[config.mk]
export PLATFORM = sky130hd
export DESIGN_NAME = sem_back
export DESIGN_NICKNAME = d
export VERILOG_FILES = /design/src/design/sobel_edge_magnitude_rgb_assert.svh /design/src/design/sem_pkg.sv /design/src/design/sem_back.sv
export SDC_FILE = /design/constraint.sdc
export NUM_CORES = 2
export LEC_CHECK = 0
export BUFFER_PORTS_ARGS = -buffer_cell sky130_fd_sc_hd__clkbuf_2
export CORE_ASPECT_RATIO = 0.75
export CORE_UTILIZATION = 40
export DETAILED_ROUTE_END_ITERATION = 16
export GPL_TIMING_DRIVEN = 0
export PLACE_DENSITY = 0.6
export SYNTH_ARGS = -nofsm -noshare
export SYNTH_HDL_FRONTEND = slang
export SYNTH_SLANG_ARGS = --single-unit
[constraint.sdc]
create_clock -name clk_i -period 23.7 [get_ports clk_i]
set_input_delay 2.37 -clock clk_i [delete_from_list [all_inputs] [get_ports clk_i]]
set_output_delay 2.37 -clock clk_i [all_outputs]
set_load 0.01 [all_outputs]
[src/design/sobel_edge_magnitude_rgb_assert.svh]
// assertion macros shared by the sobel edge block
`ifndef SOBEL_EDGE_MAGNITUDE_RGB_ASSERT_SVH
`define SOBEL_EDGE_MAGNITUDE_RGB_ASSERT_SVH
`ifndef SYNTHESIS
// checked while out of reset
`define SEM_ASSERT(lbl, prop) \
  lbl: assert property (@(posedge clk_i) disable iff (!rst_ni) prop) \
    else $error("sobel edge assertion failed");
// checked at every edge, reset included
`define SEM_ASSERT_ALWAYS(lbl, prop) \
  lbl: assert property (@(posedge clk_i) prop) \
    else $error("sobel edge assertion failed");
`else
`define SEM_ASSERT(lbl, prop)
`define SEM_ASSERT_ALWAYS(lbl, prop)
`endif
`endif

[src/design/sem_pkg.sv]
package sem_pkg;

  // size limits and reset values
  localparam int unsigned MaxWidth   = 1024;
  localparam int unsigned MaxHeight  = 1024;
  localparam int unsigned PixW       = 24;
  localparam int unsigned QueueDepth = 2;
  localparam logic [10:0] CfgSizeReset = 11'd1024;

  // register indexes
  typedef enum logic {
    RegWidth  = 1'b0,
    RegHeight = 1'b1
  } sem_reg_e;

  // one classified item between front and back
  typedef struct packed {
    logic [PixW-1:0] px;
    logic [PixW-1:0] top;
    logic [PixW-1:0] mid;
    logic            col0;
    logic            emit;
    logic            fend;
  } sem_item_t;

  // front status seen by the top level
  typedef struct packed {
    logic push;
    logic s1_busy;
  } sem_front_stat_t;

  // partial square root state
  typedef struct packed {
    logic [9:0] rem;
    logic [7:0] root;
  } sem_sqrt_t;

  // one digit of the restoring square root
  function automatic sem_sqrt_t sqrt_step(sem_sqrt_t cur, logic [1:0] pair);
    logic [11:0] acc;
    logic [11:0] trial;
    sem_sqrt_t   nxt;
    acc   = {cur.rem, pair};
    trial = {2'b00, cur.root, 2'b01};
    if (acc >= trial) begin
      nxt.rem  = 10'(acc - trial);
      nxt.root = {cur.root[6:0], 1'b1};
    end else begin
      nxt.rem  = acc[9:0];
      nxt.root = {cur.root[6:0], 1'b0};
    end
    return nxt;
  endfunction

endpackage

[src/design/sem_back.sv]
module sem_back (
  input  logic                     clk_i,
  input  logic                     rst_ni,
  input  logic                     empty_i,
  input  sem_pkg::sem_item_t       item_i,
  output logic                     pop_o,
  output logic                     valid_o,
  input  logic                     ready_i,
  output logic [sem_pkg::PixW-1:0] edge_o,
  output logic                     last_o
);

  localparam int unsigned PW = sem_pkg::PixW;

  logic en;
  logic [PW-1:0] win_q [9];
  logic [PW-1:0] tmp [9];
  logic signed [11:0] gx [3];
  logic signed [11:0] gy [3];
  logic [9:0]  ax [3];
  logic [9:0]  ay [3];
  logic [20:0] sq [3];
  sem_pkg::sem_sqrt_t r3n [3];
  sem_pkg::sem_sqrt_t r4n [3];
  logic [7:0]  mag [3];

  logic v1_q, f1_q, v2_q, f2_q, v3_q, f3_q, v4_q, f4_q, out_v_q, last_q;
  logic [9:0]  ax1_q [3];
  logic [9:0]  ay1_q [3];
  logic        sat2_q [3];
  logic [15:0] s2_q [3];
  logic        sat3_q [3];
  logic [7:0]  lo3_q [3];
  sem_pkg::sem_sqrt_t r3_q [3];
  logic        sat4_q [3];
  sem_pkg::sem_sqrt_t r4_q [3];
  logic [PW-1:0] edge_q;

  function automatic logic signed [11:0] ch(logic [PW-1:0] p, int unsigned k);
    return 12'(signed'({1'b0, p[8*k +: 8]}));
  endfunction

  assign en    = !out_v_q || ready_i;
  assign pop_o = en && !empty_i;

  // shifted window with the new column
  always_comb begin
    for (int k = 0; k < 3; k++) begin
      tmp[3*k]     = win_q[3*k + 1];
      tmp[3*k + 1] = win_q[3*k + 2];
    end
    tmp[2] = item_i.col0 ? '0 : item_i.top;
    tmp[5] = item_i.col0 ? '0 : item_i.mid;
    tmp[8] = item_i.col0 ? '0 : item_i.px;
  end

  // gradients per channel
  always_comb begin
    for (int unsigned k = 0; k < 3; k++) begin
      gx[k] = (ch(tmp[2], k) + 12'sd2 * ch(tmp[5], k) + ch(tmp[8], k))
            - (ch(tmp[0], k) + 12'sd2 * ch(tmp[3], k) + ch(tmp[6], k));
      gy[k] = (ch(tmp[6], k) + 12'sd2 * ch(tmp[7], k) + ch(tmp[8], k))
            - (ch(tmp[0], k) + 12'sd2 * ch(tmp[1], k) + ch(tmp[2], k));
      ax[k] = gx[k][11] ? 10'(-gx[k]) : 10'(gx[k]);
      ay[k] = gy[k][11] ? 10'(-gy[k]) : 10'(gy[k]);
    end
  end

  // window update on every popped word
  always_ff @(posedge clk_i or negedge rst_ni) begin
    if (!rst_ni) begin
      for (int k = 0; k < 9; k++) win_q[k] <= '0;
    end else if (pop_o) begin
      if (item_i.col0) begin
        for (int k = 0; k < 9; k++) win_q[k] <= '0;
        win_q[2] <= item_i.top;
        win_q[5] <= item_i.mid;
        win_q[8] <= item_i.px;
      end else begin
        for (int k = 0; k < 9; k++) win_q[k] <= tmp[k];
      end
    end
  end

  // squares, then two halves of the root, then rounding
  always_comb begin
    for (int k = 0; k < 3; k++) begin
      sq[k] = {11'b0, ax1_q[k]} * {11'b0, ax1_q[k]}
            + {11'b0, ay1_q[k]} * {11'b0, ay1_q[k]};
      r3n[k] = '0;
      for (int j = 0; j < 4; j++) begin
        r3n[k] = sem_pkg::sqrt_step(r3n[k], s2_q[k][15 - 2*j -: 2]);
      end
      r4n[k] = r3_q[k];
      for (int j = 0; j < 4; j++) begin
        r4n[k] = sem_pkg::sqrt_step(r4n[k], lo3_q[k][7 - 2*j -: 2]);
      end
      if (sat4_q[k]) mag[k] = 8'hff;
      else if (r4_q[k].rem > {2'b00, r4_q[k].root}) mag[k] = r4_q[k].root + 8'd1;
      else mag[k] = r4_q[k].root;
    end
  end

  // stage valids
  always_ff @(posedge clk_i or negedge rst_ni) begin
    if (!rst_ni) begin
      v1_q    <= 1'b0;
      v2_q    <= 1'b0;
      v3_q    <= 1'b0;
      v4_q    <= 1'b0;
      out_v_q <= 1'b0;
    end else if (en) begin
      v1_q    <= pop_o && item_i.emit;
      v2_q    <= v1_q;
      v3_q    <= v2_q;
      v4_q    <= v3_q;
      out_v_q <= v4_q;
    end
  end

  // stage payload
  always_ff @(posedge clk_i) begin
    if (en) begin
      f1_q   <= item_i.fend;
      f2_q   <= f1_q;
      f3_q   <= f2_q;
      f4_q   <= f3_q;
      last_q <= f4_q;
      for (int k = 0; k < 3; k++) begin
        ax1_q[k]  <= ax[k];
        ay1_q[k]  <= ay[k];
        sat2_q[k] <= sq[k] > 21'd65280;
        s2_q[k]   <= sq[k][15:0];
        sat3_q[k] <= sat2_q[k];
        lo3_q[k]  <= s2_q[k][7:0];
        r3_q[k]   <= r3n[k];
        sat4_q[k] <= sat3_q[k];
        r4_q[k]   <= r4n[k];
        edge_q[8*k +: 8] <= mag[k];
      end
    end
  end

  assign valid_o = out_v_q;
  assign edge_o  = edge_q;
  assign last_o  = last_q;

endmodule

Yosys cells after proc, flatten, opt, wreduce, memory -nomap -nowiden
Memory sizes are Yosys's and may differ from the RTL's.
Index checks and enable logic that the tools add are counted.
{"block": "totals", "ramBits": 249, "input_bits": 79, "out_inout_bits": 27, "latchBits": 0, "n_memories": 9, "wordCells": 174, "ff_bits": 178, "mem_bits_ro": 0}
{"memory": "r3_q", "depth": 3, "word_bits": 18, "read_ports": 3, "rd_ports_with_merged_regs": 0, "write_ports": 3, "line": "sem_back.sv:34", "rtl": "sem_pkg::sem_sqrt_t r3_q [3];"}
{"memory": "r4_q", "depth": 3, "word_bits": 18, "read_ports": 3, "rd_ports_with_merged_regs": 0, "write_ports": 3, "line": "sem_back.sv:36", "rtl": "sem_pkg::sem_sqrt_t r4_q [3];"}
{"memory": "s2_q", "depth": 3, "word_bits": 16, "read_ports": 3, "rd_ports_with_merged_regs": 0, "write_ports": 3, "line": "sem_back.sv:31", "rtl": "logic [15:0] s2_q [3];"}
{"memory": "ax1_q", "depth": 3, "word_bits": 10, "read_ports": 3, "rd_ports_with_merged_regs": 0, "write_ports": 3, "line": "sem_back.sv:28", "rtl": "logic [9:0] ax1_q [3];"}
{"memory": "ay1_q", "depth": 3, "word_bits": 10, "read_ports": 3, "rd_ports_with_merged_regs": 0, "write_ports": 3, "line": "sem_back.sv:29", "rtl": "logic [9:0] ay1_q [3];"}
{"memory": "lo3_q", "depth": 3, "word_bits": 8, "read_ports": 3, "rd_ports_with_merged_regs": 0, "write_ports": 3, "line": "sem_back.sv:33", "rtl": "logic [7:0] lo3_q [3];"}
{"memory": "+3 memories"}
{"block": "classes", "shift": 0, "mux": 39, "n_mul": 6, "div": 0, "eq_ne": 0, "add_sub_neg": 66, "bitwise": 0, "order_cmp": 30, "n_reduce_logical": 5}
{"cell": "2-to-1 mux 18 bit", "n": 24}
{"cell": "greater-or-equal comparator 12 x 10 -> 1 bit", "n": 21}
{"cell": "subtractor 10 bit", "n": 21}
{"cell": "2-to-1 mux 192 bit", "n": 1}
{"cell": "adder 10 x 8 -> 11 bit", "n": 12}
{"cell": "adder 8 x 9 -> 10 bit", "n": 12}
{"cell": "multiplier 10 x 10 -> 20 bit", "n": 6}
{"cell": "2-to-1 mux 24 bit", "n": 3}
{"cell": "subtractor 11 x 11 -> 12 bit", "n": 6}
{"cell": "adder 20 x 20 -> 21 bit", "n": 3}
{"cell": "> comparator 21 x 16 -> 1 bit (second input constant)", "n": 3}
{"cell": "2-to-1 mux 10 bit", "n": 6}
{"cell": "negator 10 bit", "n": 6}
{"cell": "> comparator 10 x 8 -> 1 bit", "n": 3}
{"cell": "adder 8 x 1 -> 8 bit (second input constant)", "n": 3}
{"cell": "2-to-1 mux 8 bit", "n": 3}
{"cell": "subtractor 2 x 1 -> 3 bit (second input constant)", "n": 3}
{"cell": "greater-or-equal comparator 2 x 1 -> 1 bit (second input constant)", "n": 3}
{"cell": "logical AND 1 bit", "n": 2}
{"cell": "logical NOT 1 bit", "n": 2}
{"cell": "2-to-1 mux 1 bit", "n": 2}
{"cell": "logical OR 1 bit", "n": 1}

Longest topological paths before layout
An unclocked memory read counts as a cell.
{"block": "depth", "ltp_word": 9, "ltp_mapped": 46, "mapped_depth_nobuf": 43}

Worst setup path before layout
No wires, ideal clock.
{"block": "synth_path", "kind": "flip-flop to flip-flop", "startpoint": "memory r3_q[0][36] (netlist bit)", "endpoint": "memory r4_q[0][50] (netlist bit), data pin", "synth_period_minus_slack_ps": 9065, "required_ps": 23438, "setup_time_ps": 262, "path_buffers": 3, "path_slack_ps": 14635, "arrival_ps": 8803, "stages_incl_launch_ff": 43, "cell_sequence": "edfxtp_1 > inv_1 > ha_1 > nor2b_1 > o31a_1 > o21ai_1 > nand2_1 > buf_1 > nor2_1 > a21oi_1 > ha_1 > and3_1 > nand3_1 > or3_1 > o211a_1 > o2111a_1 > nand3b_1 > or2_1 > [... 7 more ...] > nand2_1 > or4b_1 > nand3_1 > a211oi_1 > mux2i_1 > a211o_1 > or2_1 > clkbuf_1 > clkinv_1 > o21ai_0 > ha_1 > a21oi_1 > nor2_1 > nor4_1 > a31oi_1 > o41ai_2 > inv_2 > mux2_1"}
{"item": "from (decl)", "line": "sem_back.sv:34"}
{"item": "to (decl)", "line": "sem_back.sv:36"}

==> out/metrics.yaml <==
status:
  status: "completed"
run:
  max-cap-violations: 0
clocking:
  cts_buffers: 49
  cts-root-buf: "clkbuf_16"
  numClockSinks: 415
  path_clk_slew_ps: 70
  cts_setup_buffers: 0
  cts_max_path_buffers: 3
  clock_latency_ps: 620
  cts_tree: "built"
  cts_htree_levels: 2
  post_cts_resized: 0
  cts_hold_buf: 0
min_path:
  min_path_type: "flop to flop"
layout:
  regArea_um2: 11700
  layout-drive-gt1-share: 0.0533
  diodes: 0
  area_growth_pct: 8.98
  multi_input_area_um2: 31900
  num-nets-final: 6175
  nFillCells: 11323
yosys:
  synth_area_leader_cell: "fa_1"
  netlist_instances: 4871
  synth-seq-area-share: 0.247
  synthTopCellsByArea: "fa_1, edfxtp_1, ha_1"
  async_flop_share: 0.359
  synth_cell_types: 103
  syn_area_um2: 47500
  synth_top_area_frac: 0.242
  avgSynthCellArea_um2: 9.74
  syn_nets: 6017
  ys_seq_elements: 415
  ys_warn_count: 0
  synth-edff-count: 266
  synth_flop_cell: "edfxtp_1"
floorplan:
  initial_core_util: 0.403
  die_y_um: 300
  num_rows: 109
  io_pins: 106
  core_area_um2: 118000
  die_area_um2: 120000
  die_x_um: 400
grt:
  grt_max_degree: 108
  grt_overflow: 0
  gr-usage-met2: 0.268
  grt_most_used_layer: "met1"
  track_usage: 0.193
  grt_pass1_vias: 33308
  antenna_found_initial: 3
  met3_usage: 0.0396
  grt_first_pass_wirelength_mm: 184
  met1_usage: 0.306
sta:
  fmax_mhz: 86.3
  period_minus_slack_ps: 11590
  slew_headroom: 0.305
  hold_viol_final: 0
  fin_crit_sh: 0.489
  tns_ps: 0
  slew_violations: 0
  fin_skew_ps: 15.6
  worst_slew_pin_slew_ps: 1040
  finalSetupViolCount: 0
  rsz0062_at_grt: "false"
setup_path:
  path_buf_inv: 8
  start_kind: "flop"
  required_ps: 24050
  path_class: "flop to flop"
  crit_arrival_ps: 11940
  cp_slowest_cell: "nor4_1"
  critPathMaxFanout: 10
  critPathTopFamily: "simple AND/OR/NAND/NOR gates"
  cpPeakStageDelay_ps: 640
  endpoint_kind: "flop"
route:
  drt_iter0_drc: 2400
  route.antenna.remaining_nets: 0
  routed_wl_mm: 113
  remaining_drc_errors: 0
  first_pass_iters: 8
  vias: 33292
  via_per_inst: 5.03
  post_drt_wl_per_cell_um: 17.0
placed_design:
  place_congestion: 0.890
  dp_hpwl_mm: 92.8
  io_buffers: 104
[registers in the layout (all words and copies together), names as in the netlist]
register	flops
sat3_q	3
valid_o	1
ay1_q	30
v4_q	1
lo3_q	24
r3_q	42
ax1_q	30
sat4_q	3
f4_q	1
f1_q	1
v3_q	1
edge_o	24
last_o	1
tmp	144
s2_q	48
v2_q	1
f3_q	1
r4_q	54
v1_q	1
sat2_q	3
f2_q	1
[worst register-to-register path, delay by kind of cell, from the launching register on]
kind | cells | cell delay, ps
compound gates | 10 | 2760
buf+inv | 8 | 2080
simple gates | 17 | 3840
mux | 2 | 660
xor+xnor | 1 | 110
fa+ha+maj | 4 | 1390
flops | 1 | 460
[Yosys cell counts, drive strengths merged, types with 24 or more instances]
master  number
edfxtp     266
nand2      491
a31oi       24
xor2        84
nand3       56
nand2b      78
o21ai      164
and3        27
mux2        29
nand4       30
dfrtp      149
clkbuf     107
xnor2      200
and2       138
ha         494
nand3b      61
a21oi      200
a21o        57
nor3        78
fa         573
inv        877
o21bai      62
nor2       228
mux2i       25
o31ai       31
nor2b       83
[metal layers]
metal | vias up | wire, um | share of wire
met5 | - | 13 | 0.00012
li1 | 16212 | - | -
met3 | 111 | 7750 | 0.069
met4 | 2 | 2050 | 0.018
met2 | 812 | 44800 | 0.40
met1 | 16155 | 58200 | 0.52
[final cells by class]
type	instances	area share
multi-input combinational	3452	0.618
sequential	415	0.227
inverter	879	0.0640
tap	1554	0.0376
clock buffer	67	0.0283
timing repair buffer	107	0.0118
buffer	125	0.00960
clock inverter	23	0.00455
[kinds of logic after synthesis]
family / after synthesis / share of synthesized area
mux: 54 / 0.0124
fa+ha+maj: 1067 / 0.372
compound gates: 676 / 0.0915
simple gates: 1371 / 0.145
flops: 415 / 0.247
buf+inv: 1004 / 0.0801
xor+xnor: 284 / 0.0524
[worst paths after layout]
path,start,to,slack (ps),depth (start not counted)
hold / removal,s2_q[0][4],lo3_q[0][4],410,0
max in group asynchronous,rst_ni,tmp[48],21120,2
setup / recovery,r3_q[0][36],r4_q[0][50],12110,42
min in group asynchronous,rst_ni,tmp[182],1770,1
setup reg to reg,r3_q[0][36],r4_q[0][50],12110,42
hold reg to reg,s2_q[0][4],lo3_q[0][4],410,0
[stage by stage]
| step | util | hold slack (ps) | std cells | area [um2] | setup slack (ps) |
|---|---|---|---|---|---|
| after floorplan | - | 400 | 4871 | 47500 | 14640 |
| after global placement | 0.424 | 401 | 6529 | 49900 | 12270 |
| after CTS | 0.439 | 418 | 6622 | 51700 | 12180 |
| final | 0.439 | 414 | 6622 | 51700 | 12110 |
| after detailed placement | 0.425 | 406 | 6532 | 50000 | 12240 |
| after global routing | 0.439 | 423 | 6622 | 51700 | 11010 |
[layout by cell type (no fill, tap or decap), drive strengths merged, types with 149 or more instances in the layout]
cell type and instances:
o21ai 164, xnor2 200, ha 494, clkbuf 278, nand2 491, fa 573, dfrtp 149, nor2 228
edfxtp 266, a21oi 200, inv 878
Power is not shown: default switching activity piles up to over one toggle a cycle in this logic, so the estimate is an artifact.
