### config.mk
export PLATFORM = sky130hd
export DESIGN_NAME = sem_queue
export DESIGN_NICKNAME = d
export VERILOG_FILES = /design/src/design/sobel_edge_magnitude_rgb_assert.svh /design/src/design/sem_pkg.sv /design/src/design/sem_queue.sv
export SDC_FILE = /design/constraint.sdc
export NUM_CORES = 1
export LEC_CHECK = 0
export BUFFER_PORTS_ARGS = -buffer_cell sky130_fd_sc_hd__clkbuf_2
export CELL_PAD_IN_SITES_DETAIL_PLACEMENT = 0
export CELL_PAD_IN_SITES_GLOBAL_PLACEMENT = 1
export CORE_MARGIN = 3
export CORE_UTILIZATION = 44
export DETAILED_ROUTE_END_ITERATION = 12
export GPL_ROUTABILITY_DRIVEN = 0
export HOLD_SLACK_MARGIN = 0.05
export PLACE_DENSITY = 0.77
export SETUP_SLACK_MARGIN = 0.02
export SYNTH_ARGS = -nofsm -noshare
export SYNTH_HDL_FRONTEND = slang
export SYNTH_SLANG_ARGS = --single-unit
### constraint.sdc
create_clock -name clk_i -period 5.1 [get_ports clk_i]
set_input_delay 1.53 -clock clk_i [delete_from_list [all_inputs] [get_ports clk_i]]
set_output_delay 1.53 -clock clk_i [all_outputs]
set_load 0.02 [all_outputs]
### src/design/sobel_edge_magnitude_rgb_assert.svh
// assertion macros shared by the sobel edge block
`ifndef SOBEL_EDGE_MAGNITUDE_RGB_ASSERT_SVH
`define SOBEL_EDGE_MAGNITUDE_RGB_ASSERT_SVH
`ifndef SYNTHESIS
// checked while out of reset
`define SEM_ASSERT(lbl, prop) \
  lbl: assert property (@(posedge clk_i) disable iff (!rst_ni) prop) \
    else $error("sobel edge assertion failed");
// checked at every edge, reset included
`define SEM_ASSERT_ALWAYS(lbl, prop) \
  lbl: assert property (@(posedge clk_i) prop) \
    else $error("sobel edge assertion failed");
`else
`define SEM_ASSERT(lbl, prop)
`define SEM_ASSERT_ALWAYS(lbl, prop)
`endif
`endif

### src/design/sem_pkg.sv
package sem_pkg;

  // size limits and reset values
  localparam int unsigned MaxWidth   = 1024;
  localparam int unsigned MaxHeight  = 1024;
  localparam int unsigned PixW       = 24;
  localparam int unsigned QueueDepth = 2;
  localparam logic [10:0] CfgSizeReset = 11'd1024;

  // register indexes
  typedef enum logic {
    RegWidth  = 1'b0,
    RegHeight = 1'b1
  } sem_reg_e;

  // one classified item between front and back
  typedef struct packed {
    logic [PixW-1:0] px;
    logic [PixW-1:0] top;
    logic [PixW-1:0] mid;
    logic            col0;
    logic            emit;
    logic            fend;
  } sem_item_t;

  // front status seen by the top level
  typedef struct packed {
    logic push;
    logic s1_busy;
  } sem_front_stat_t;

  // partial square root state
  typedef struct packed {
    logic [9:0] rem;
    logic [7:0] root;
  } sem_sqrt_t;

  // one digit of the restoring square root
  function automatic sem_sqrt_t sqrt_step(sem_sqrt_t cur, logic [1:0] pair);
    logic [11:0] acc;
    logic [11:0] trial;
    sem_sqrt_t   nxt;
    acc   = {cur.rem, pair};
    trial = {2'b00, cur.root, 2'b01};
    if (acc >= trial) begin
      nxt.rem  = 10'(acc - trial);
      nxt.root = {cur.root[6:0], 1'b1};
    end else begin
      nxt.rem  = acc[9:0];
      nxt.root = {cur.root[6:0], 1'b0};
    end
    return nxt;
  endfunction

endpackage

### src/design/sem_queue.sv
module sem_queue (
  input  logic                clk_i,
  input  logic                rst_ni,
  input  logic                push_i,
  input  sem_pkg::sem_item_t  item_i,
  input  logic                pop_i,
  output sem_pkg::sem_item_t  item_o,
  output logic                empty_o,
  output logic                full_o
);

  localparam int unsigned AW = $clog2(sem_pkg::QueueDepth);

  sem_pkg::sem_item_t mem_q [sem_pkg::QueueDepth];
  logic [AW-1:0] wp_q, rp_q;
  logic [AW:0]   cnt_q;

  assign empty_o = (cnt_q == '0);
  assign full_o  = (cnt_q == (AW+1)'(sem_pkg::QueueDepth));
  assign item_o  = mem_q[rp_q];

  // entry storage
  always_ff @(posedge clk_i) begin
    if (push_i) begin
      mem_q[wp_q] <= item_i;
    end
  end

  // pointers and fill count
  always_ff @(posedge clk_i or negedge rst_ni) begin
    if (!rst_ni) begin
      wp_q  <= '0;
      rp_q  <= '0;
      cnt_q <= '0;
    end else begin
      if (push_i) wp_q <= wp_q + AW'(1);
      if (pop_i)  rp_q <= rp_q + AW'(1);
      if (push_i && !pop_i)      cnt_q <= cnt_q + (AW+1)'(1);
      else if (pop_i && !push_i) cnt_q <= cnt_q - (AW+1)'(1);
    end
  end

endmodule

## Word level (Yosys, flattened, before mapping)

Memories as Yosys holds them, arrays and structs flattened.
Index checks and enable logic that the tools add are counted.

- Bits in registers: 4
- Bits in writable memories: 150
- Input bits: 79
- Output and inout port bits: 77
- Word-level logic and storage cells: 19
- Memories kept: 1

Memory list:

| memory | words | bits a word | read ports | clocked after Yosys merged registers in | wr ports | line | text |
|---|---|---|---|---|---|---|---|
| mem_q | 2 | 75 | 1 | 0 | 1 | sem_queue.sv:14 | `sem_pkg::sem_item_t mem_q [sem_pkg::QueueDepth];` |

- Add/sub/neg operators: 4
- Equal/unequal tests: 1
- Multiplexer cells: 4
- Reduce and logical (&&, ||, !) cells: 6

Operators with widths:

| operator | count |
|---|---|
| $mux W2 | 2 |
| $add A1 B1 Y1 const B | 2 |
| $add A2 B1 Y2 const B | 1 |
| $eq A2 B2 Y1 const B | 1 |
| $logic_and A1 B1 Y1 | 2 |
| $logic_not A1 Y1 | 2 |
| $logic_not A2 Y1 | 1 |
| $mux W1 | 2 |
| $reduce_bool A2 Y1 | 1 |
| $sub A2 B1 Y2 const B | 1 |

## Logic depth before layout (Yosys ltp)

Gate-level depths: netlist (run 1).

- Depth in word-level cells: 4
- Depth in mapped cells: 5
- Mapped depth without buffers: 5

## Worst setup path after synthesis (run 1)

Ideal clock, no wire load.

- Kind: input to register
- Start point: in push_i
- End point: mem mem_q[0][0] (netlist bit), enable pin
- Setup time: 0.518 ns
- Arrival time: 4.814 ns
- Required time: 4.582 ns
- Setup slack: -0.232 ns
- Cell stages on the path: 1
- Path buffers: 0
- Path through: nor2b_1

- Cells in the longest elaborated chain, start to end: 2

Ends and longest elaborated chain:

| element | line | text |
|---|---|---|
| start, declared | sem_queue.sv:4 | `input logic push_i,` |
| $mux W1 | sem_queue.sv:24 | `if (push_i) begin` |
| $mux W1 (not written as such) | sem_queue.sv:25 | `mem_q[wp_q] <= item_i;` |
| end, declared | sem_queue.sv:14 |  |

Every way passes these cells.

==> impl_metrics.csv, run 1 <==
group,metric,value,unit
die,start_util,0.452,
detailed_routing,via_count,2848,
global_routing,gr-total-overflow,0,
global_routing,grt_use_total,0.137,
critical_path,crit_required,3.57,ns
timing,post-route-period-util,0.764,
finish,n_antenna_cell,0,
power_and_ir_drop,seqPwrFrac,0.416,
synth,yosysWarnings,0,
synth,synth-main-ff-cell,"edfxtp_1",
finish,finalCoreUtilization,0.578,
critical_path,path_cells,"buf_4 > mux2_2 > clkbuf_2",
global_routing,grt_max_degree,76,
cts,ctsResizeCount,0,
worst_hold_path,hp-class,"reg2reg",
timing,slew_violations,0,
synth,avgSynthCellArea,23.1,um2
cts,hold_buffers,0,
die,die_area,14500,um2
detailed_routing,wl,9.45,mm
synth,synth-seq-cells,154,
placement,io_buffers,155,
critical_path,worstPathArrival,2.37,ns
synth,syn-num-nets,329,
detailed_routing,firstDrtPassIters,4,
worst_hold_path,hold_path_end,"cnt_q[1]$_DFFE_PN0P_",
timing,slew_headroom,0.305,
finish,areaGrowthSynthToFinish,27.9,%
finish,fin_nets,499,
worst_hold_path,whs_path_depth,1,
placement,hpwl,6.12,mm
die,io_pins,156,
die,die_w,120,um
power_and_ir_drop,p_switching,0.00132,W
timing,finClkSkew,0.00302,ns
power_and_ir_drop,p_comb_frac,0.288,
cts,htree_levels,4,
synth,yosysMostFrequentCell,"edfxtp_1",
detailed_routing,ant_nets,0,
flow_run,drv_cap,0,
critical_path,critPathMaxFanout,53,
critical_path,critical_path_class,"reg2out",
die,core_area,12700,um2
global_routing,antenna_found_initial,0,
synth,synth_area,5750,um2
power_and_ir_drop,power.density,603,nW/um2
cts,clkTransAtPathRegs,0.06,ns
cts,cts_tree,"done",
global_routing,grt_pass1_vias,2977,
cts,cts_buffer_depth,2,
critical_path,reg2reg_depth,1,
detailed_routing,drc_errors,0,
cts,clock_sinks,154,
worst_hold_path,hold_start,"cnt_q[1]$_DFFE_PN0P_",
synth,synth.top_cells.by_count,"edfxtp_1 (150), mux2_4 (40), mux2_2 (35)",
finish,drive_gt1_frac,0.620,
critical_path,cpMaxStageDelayCell,"dfrtp_4",
global_routing,grt_pass1_wl,15.0,mm
synth,ys_async_sr_fraction,0.0260,
die,die_y,120,um
cts,cts_root_buf,"clkbuf_16",
power_and_ir_drop,ir_worst_vdd,0.295,mV
synth,syn_inst,249,
run_status,status,"completed",
power_and_ir_drop,netSwitchingFraction,0.297,
cts,clock_latency,0.40,ns
synth,synth-edff-count,150,
timing,hold_violations,0,
timing,setup-violations-final,0,
critical_path,slowest_delay,0.99,ns
synth,synth_top_area_cell,"edfxtp_1",
critical_path,regToRegStartpoint,"wp_q$_DFFE_PN0P_",
critical_path,cpLargestDelayFamily,"flip-flops",
power_and_ir_drop,p_leak,2.94,nW
cts,cts_setup_buffers,0,
critical_path,crit_buf_inv,2,
critical_path,crit_path_end_kind,"output port",
finish,fillerInstances,989,
power_and_ir_drop,intPower,0.00311,W
timing,fin_crit,3.90,ns
synth,yosysSeqAreaShare,0.800,
power_and_ir_drop,clockPowerShare,0.296,
die,num_rows,41,
timing,final.setup.tns,0,ns
timing,fmaxAchievable,257,MHz
critical_path,reg2reg_to,"mem_q[1][9]$_DFFE_PP_",
detailed_routing,wl_per_cell,15.6,um
finish,stdcell_count,604,
synth,yosysUniqueCellTypes,14,
detailed_routing,avgViaCountPerCell,4.72,
synth,synth.area.top_cells,"edfxtp_1 (78%), mux2_4 (10%), mux2_2 (6.9%), dfrtp_1 (1.7%), buf_6 (0.78%)",
synth,synth_top_area_frac,0.783,
placement,dp.cells,572,
critical_path,r2r_slack,3.39,ns
critical_path,path_depth,3,
critical_path,critPathLaunchType,"flip-flop",
timing,rsz0062_at_grt,"no",
cts,cts_buffers,17,
timing,worst_slew_pin_slew,1.04,ns
detailed_routing,drt_iter0_markers,172,
## layout by cell type (no fill, tap or decap), types with 2 or more instances in the layout
cell type | Yosys | final
buf_4 | 1 | 4
clkbuf_8 | 0 | 3
nor2_1 | 2 | 2
clkinvlp_4 | 0 | 3
edfxtp_1 | 150 | 150
clkbuf_16 | 0 | 17
dfrtp_1 | 4 | 3
clkbuf_2 | 0 | 155
xor2_1 | 4 | 4
bufinv_16 | 0 | 4
mux2_2 | 35 | 35
mux2_4 | 40 | 40
clkinv_2 | 0 | 3
## metal layers
layer	vias up	routed length, um	global-route usage
met5	-	0	0
met4	0	150	0.0595
met3	15	683	0.0510
met2	110	4600	0.217
met1	1398	4010	0.171
li1	1325	-	-
## power groups by stage
| stage | clock [W] | sequential, W | combinational, W |
|---|---|---|---|
| 5_1_grt | 0.00140 | 0.00188 | 0.00136 |
| 2_1_floorplan | 0 | 0.00177 | 0.00103 |
| 3_3_place_gp | 0 | 0.00186 | 0.00129 |
| 4_1_cts | 0.00134 | 0.00185 | 0.00131 |
| 3_5_place_dp | 0 | 0.00188 | 0.00130 |
| 6_report | 0.00131 | 0.00184 | 0.00128 |
## cells by family (layout without fill, tap and decap cells)
family	after synthesis	in the layout	share of synthesized area
buf+inv	9	192	0.0124
simple gates	5	5	0.00457
mux	75	75	0.173
flops	154	154	0.800
xor+xnor	5	5	0.00761
fa+ha+maj	1	1	0.00217
## worst max path at each step
stage | from | end | slack [ns]
after CTS | rp_q$_DFFE_PN0P_ | item_o[55] | 1.15
after floorplan | push_i | mem_q[0][0]$_DFFE_PP_ | 1.17
after global routing | rp_q$_DFFE_PN0P_ | item_o[61] | 1.08
after global placement | rp_q$_DFFE_PN0P_ | item_o[59] | 1.65
final | rp_q$_DFFE_PN0P_ | item_o[55] | 1.20
after detailed placement | rp_q$_DFFE_PN0P_ | item_o[55] | 1.61
## per-stage QoR
step	cell area [um2]	hold slack (ns)	power [W]	worst slack, ns
after floorplan	5760	0.456	0.00280	1.17
after global placement	6720	0.474	0.00316	1.65
after detailed placement	6720	0.482	0.00318	1.61
after CTS	7360	0.495	0.00450	1.15
after global routing	7360	0.536	0.00463	1.08
final	7360	0.492	0.00443	1.20
## layout make-up
| class | instances | area [um2] | share of cell area |
|---|---|---|---|
| repair buffers | 159 | 806 | 0.110 |
| multi-input cells | 86 | 1090 | 0.148 |
| clock inverters | 11 | 166 | 0.0226 |
| clock buffers | 21 | 470 | 0.0639 |
| inverters | 1 | 3.75 | 0.000510 |
| well taps | 172 | 215 | 0.0293 |
| flip-flops and latches | 154 | 4610 | 0.626 |
## flip-flops by register name, indices dropped and copies added, names as in the netlist
signal	cells
rp_q	1
mem_q	150
wp_q	1
cnt_q	2
Power figures use the tool's default switching activity.
==> run 2, diff against run 1 <==
Settings changed: ABC_AREA from default to 1, CORE_UTILIZATION 44 to 40, PLACE_DENSITY 0.77 to 0.74.
Clock period 5.1 ns to 3.33 ns, I/O delays scaled along.
==> run 2 against run 1 <==
  * Worst setup slack worse by 0.86 ns
  * Clock skew up 0.0013 ns
  * First-iteration DRC count down 2.9%
  * Routed wire length up 5.0%
  * Sequential share of layout area down 0.12 points
  * Utilization down 5.1 points
  * Final area up 0.19%
  * Power up 50%
  * Critical endpoint is now item_o[54]
  * Largest power group unchanged
==> impl_metrics.csv, run 2 <==
group,metric,value,unit
run_status,status,"completed",
finish,reg.largest.list,"mem_q x150, cnt_q x2",
global_routing,grt_pass1_vias,3087,
detailed_routing,ant_nets,0,
finish,layout_common_cells,"clkbuf_2 (155), edfxtp_1 (150), mux2_4 (40)",
cts,clock_latency,0.41,ns
timing,whs,0.384,ns
cts,ctsResizeCount,0,
die,num_rows,43,
power_and_ir_drop,power.density,905,nW/um2
synth,synthMuxAreaShare,0.172,
finish,registers.top_by_ff_count,"mem_q",
cts,cts_buffers,17,
timing,rsz0062_at_grt,"no",
synth,synth_compound_area_frac,0,
synth,synth_top_area_cell,"edfxtp_1",
synth,syn_inst,258,
global_routing,grt_max_degree,43,
synth,yosys.area_share.simple,0.00715,
synth,yosysWarnings,0,
synth,synth.top_cells.by_count,"edfxtp_1 (150), mux2_4 (40), mux2_2 (35), inv_1 (7), nand2_1 (5)",
detailed_routing,drc_errors,0,
global_routing,met2_usage,0.209,
synth,synth_top_family_by_area,"multiplexers",
cts,cts_setup_buffers,0,
detailed_routing,wl,9.92,mm
finish,fin_nets,510,
global_routing,grt_pass1_wl,15.5,mm
power_and_ir_drop,ir_worst_vdd,0.446,mV
detailed_routing,via_count,2904,
global_routing,grt_use_total,0.130,
die,die_w,126,um
detailed_routing,avgViaCountPerCell,4.66,
finish,layout_commonest_cell,"clkbuf_2",
timing,finClkSkew,0.00430,ns
cts,cts_root_buf,"clkbuf_16",
cts,clock_sinks,154,
synth,synth.area.top_cells,"edfxtp_1 (78%), mux2_4 (10%), mux2_2 (6.8%), dfrtp_1 (1.7%), buf_6 (0.78%)",
synth,synth-main-ff-cell,"edfxtp_1",
synth,synth_top_area_frac,0.780,
worst_hold_path,hp-class,"in2async",
finish,stdcell_count,623,
finish,largest_reg_flops,150,
synth,yosysSeqAreaShare,0.798,
synth,synth-edff-count,150,
timing,final.setup.tns,0,ns
flow_run,drv_cap,0,
finish,finalCoreUtilization,0.527,
finish,n_antenna_cell,0,
global_routing,grtUsageMet3,0.0513,
power_and_ir_drop,p_leak,2.96,nW
placement,io_buffers,155,
critical_path,crit_required,2.33,ns
global_routing,antenna_found_initial,0,
critical_path,critPathMaxFanout,26,
global_routing,busiest_layer,"met2",
finish,areaGrowthSynthToFinish,27.7,%
cts,cts_buffer_depth,2,
die,die_area,15900,um2
synth,synth-seq-cells,154,
die,die_y,126,um
die,start_util,0.413,
die,io_pins,156,
synth,avgSynthCellArea,22.4,um2
synth,syn-num-nets,338,
timing,setup-violations-final,0,
synth,ys_async_sr_fraction,0.0260,
finish,drive_gt1_frac,0.607,
critical_path,critPathLaunchType,"flip-flop",
cts,clkTransAtPathRegs,0.06,ns
detailed_routing,firstDrtPassIters,4,
placement,hpwl,6.66,mm
cts,cts_tree,"done",
timing,hold_violations,0,
critical_path,crit_path_end_kind,"output port",
power_and_ir_drop,fin_total_pwr,0.00667,W
detailed_routing,drt_iter0_markers,167,
detailed_routing,wl_per_cell,15.9,um
synth,synthAdderAreaFrac,0.00217,
timing,fin_crit,2.98,ns
global_routing,grtUsageMet1,0.156,
synth,yosysMostFrequentCell,"edfxtp_1",
timing,slew_headroom,0.616,
cts,hold_buffers,0,
placement,dp.cells,591,
synth,synth_area,5770,um2
timing,fmaxAchievable,336,MHz
timing,worst_slew_pin_slew,0.576,ns
critical_path,worstPathArrival,1.98,ns
global_routing,gr-total-overflow,0,
timing,post-route-period-util,0.895,
cts,htree_levels,4,
critical_path,critical_path_class,"reg2out",
synth,yosysUniqueCellTypes,15,
synth,synthXorXnorAreaFrac,0.00455,
die,core_area,14000,um2
timing,slew_violations,0,
-- run 2: worst paths after layout --
kind	cells after the start	end	startpoint	slack (ns)
min reg2reg	2	cnt_q[1]$_DFFE_PN0P_	cnt_q[1]$_DFFE_PN0P_	0.51
max	3	item_o[54]	rp_q$_DFFE_PN0P_	0.35
min in group clk_i	2	cnt_q[1]$_DFFE_PN0P_	cnt_q[1]$_DFFE_PN0P_	0.51
min	1	cnt_q[1]$_DFFE_PN0P_	rst_ni	0.38
max in group asynchronous	1	rp_q$_DFFE_PN0P_	rst_ni	2.79
max reg2reg	2	mem_q[0][15]$_DFFE_PP_	wp_q$_DFFE_PN0P_	1.91
-- run 2: where the power goes --
part	switching [W]	leakage [nW]	total [W]	internal (W)
clock	0.000711	0.283	0.00185	0.00114
sequential	0.000159	1.45	0.00274	0.00258
combinational	0.00118	1.22	0.00208	0.000900
-- run 2: cells by family (layout without fill, tap and decap cells) --
group | count (synthesis) | in the layout
adders and majority gates | 1 | 1
xor gates and xnor gates | 3 | 3
buffers and inverters | 15 | 200
and+or+nand+nor | 10 | 10
DFF | 154 | 154
muxes | 75 | 75
-- run 2: per-layer routing --
metal	up-vias	share of wire	wire (um)
met3	14	0.075	743
met5	-	0	0
li1	1354	-	-
met4	0	0.016	157
met1	1422	0.42	4150
met2	114	0.49	4870
-- run 2: through the flow --
step	area, um2	setup slack (ns)
floorplan	5780	0.393
global placement	6790	0.767
detailed placement	6790	0.761
CTS	7370	0.299
global route	7370	0.228
finish	7370	0.349
-- run 2: final cells by class --
type | count | area, um2
Clock buffer | 21 | 460
Inverter | 7 | 27.5
Fill cell | 1143 | 6620
Clock inverter | 11 | 121
Tap cell | 180 | 225
Timing Repair Buffer | 161 | 846
Multi-Input combinational cell | 89 | 1080
Sequential cell | 154 | 4610
-- run 2: worst max-delay path, cell delays in order, from the launching register on --
cell and delay, ns:
dfrtp_4 0.67, buf_4 0.34, mux2_2 0.37, clkbuf_2 0.16
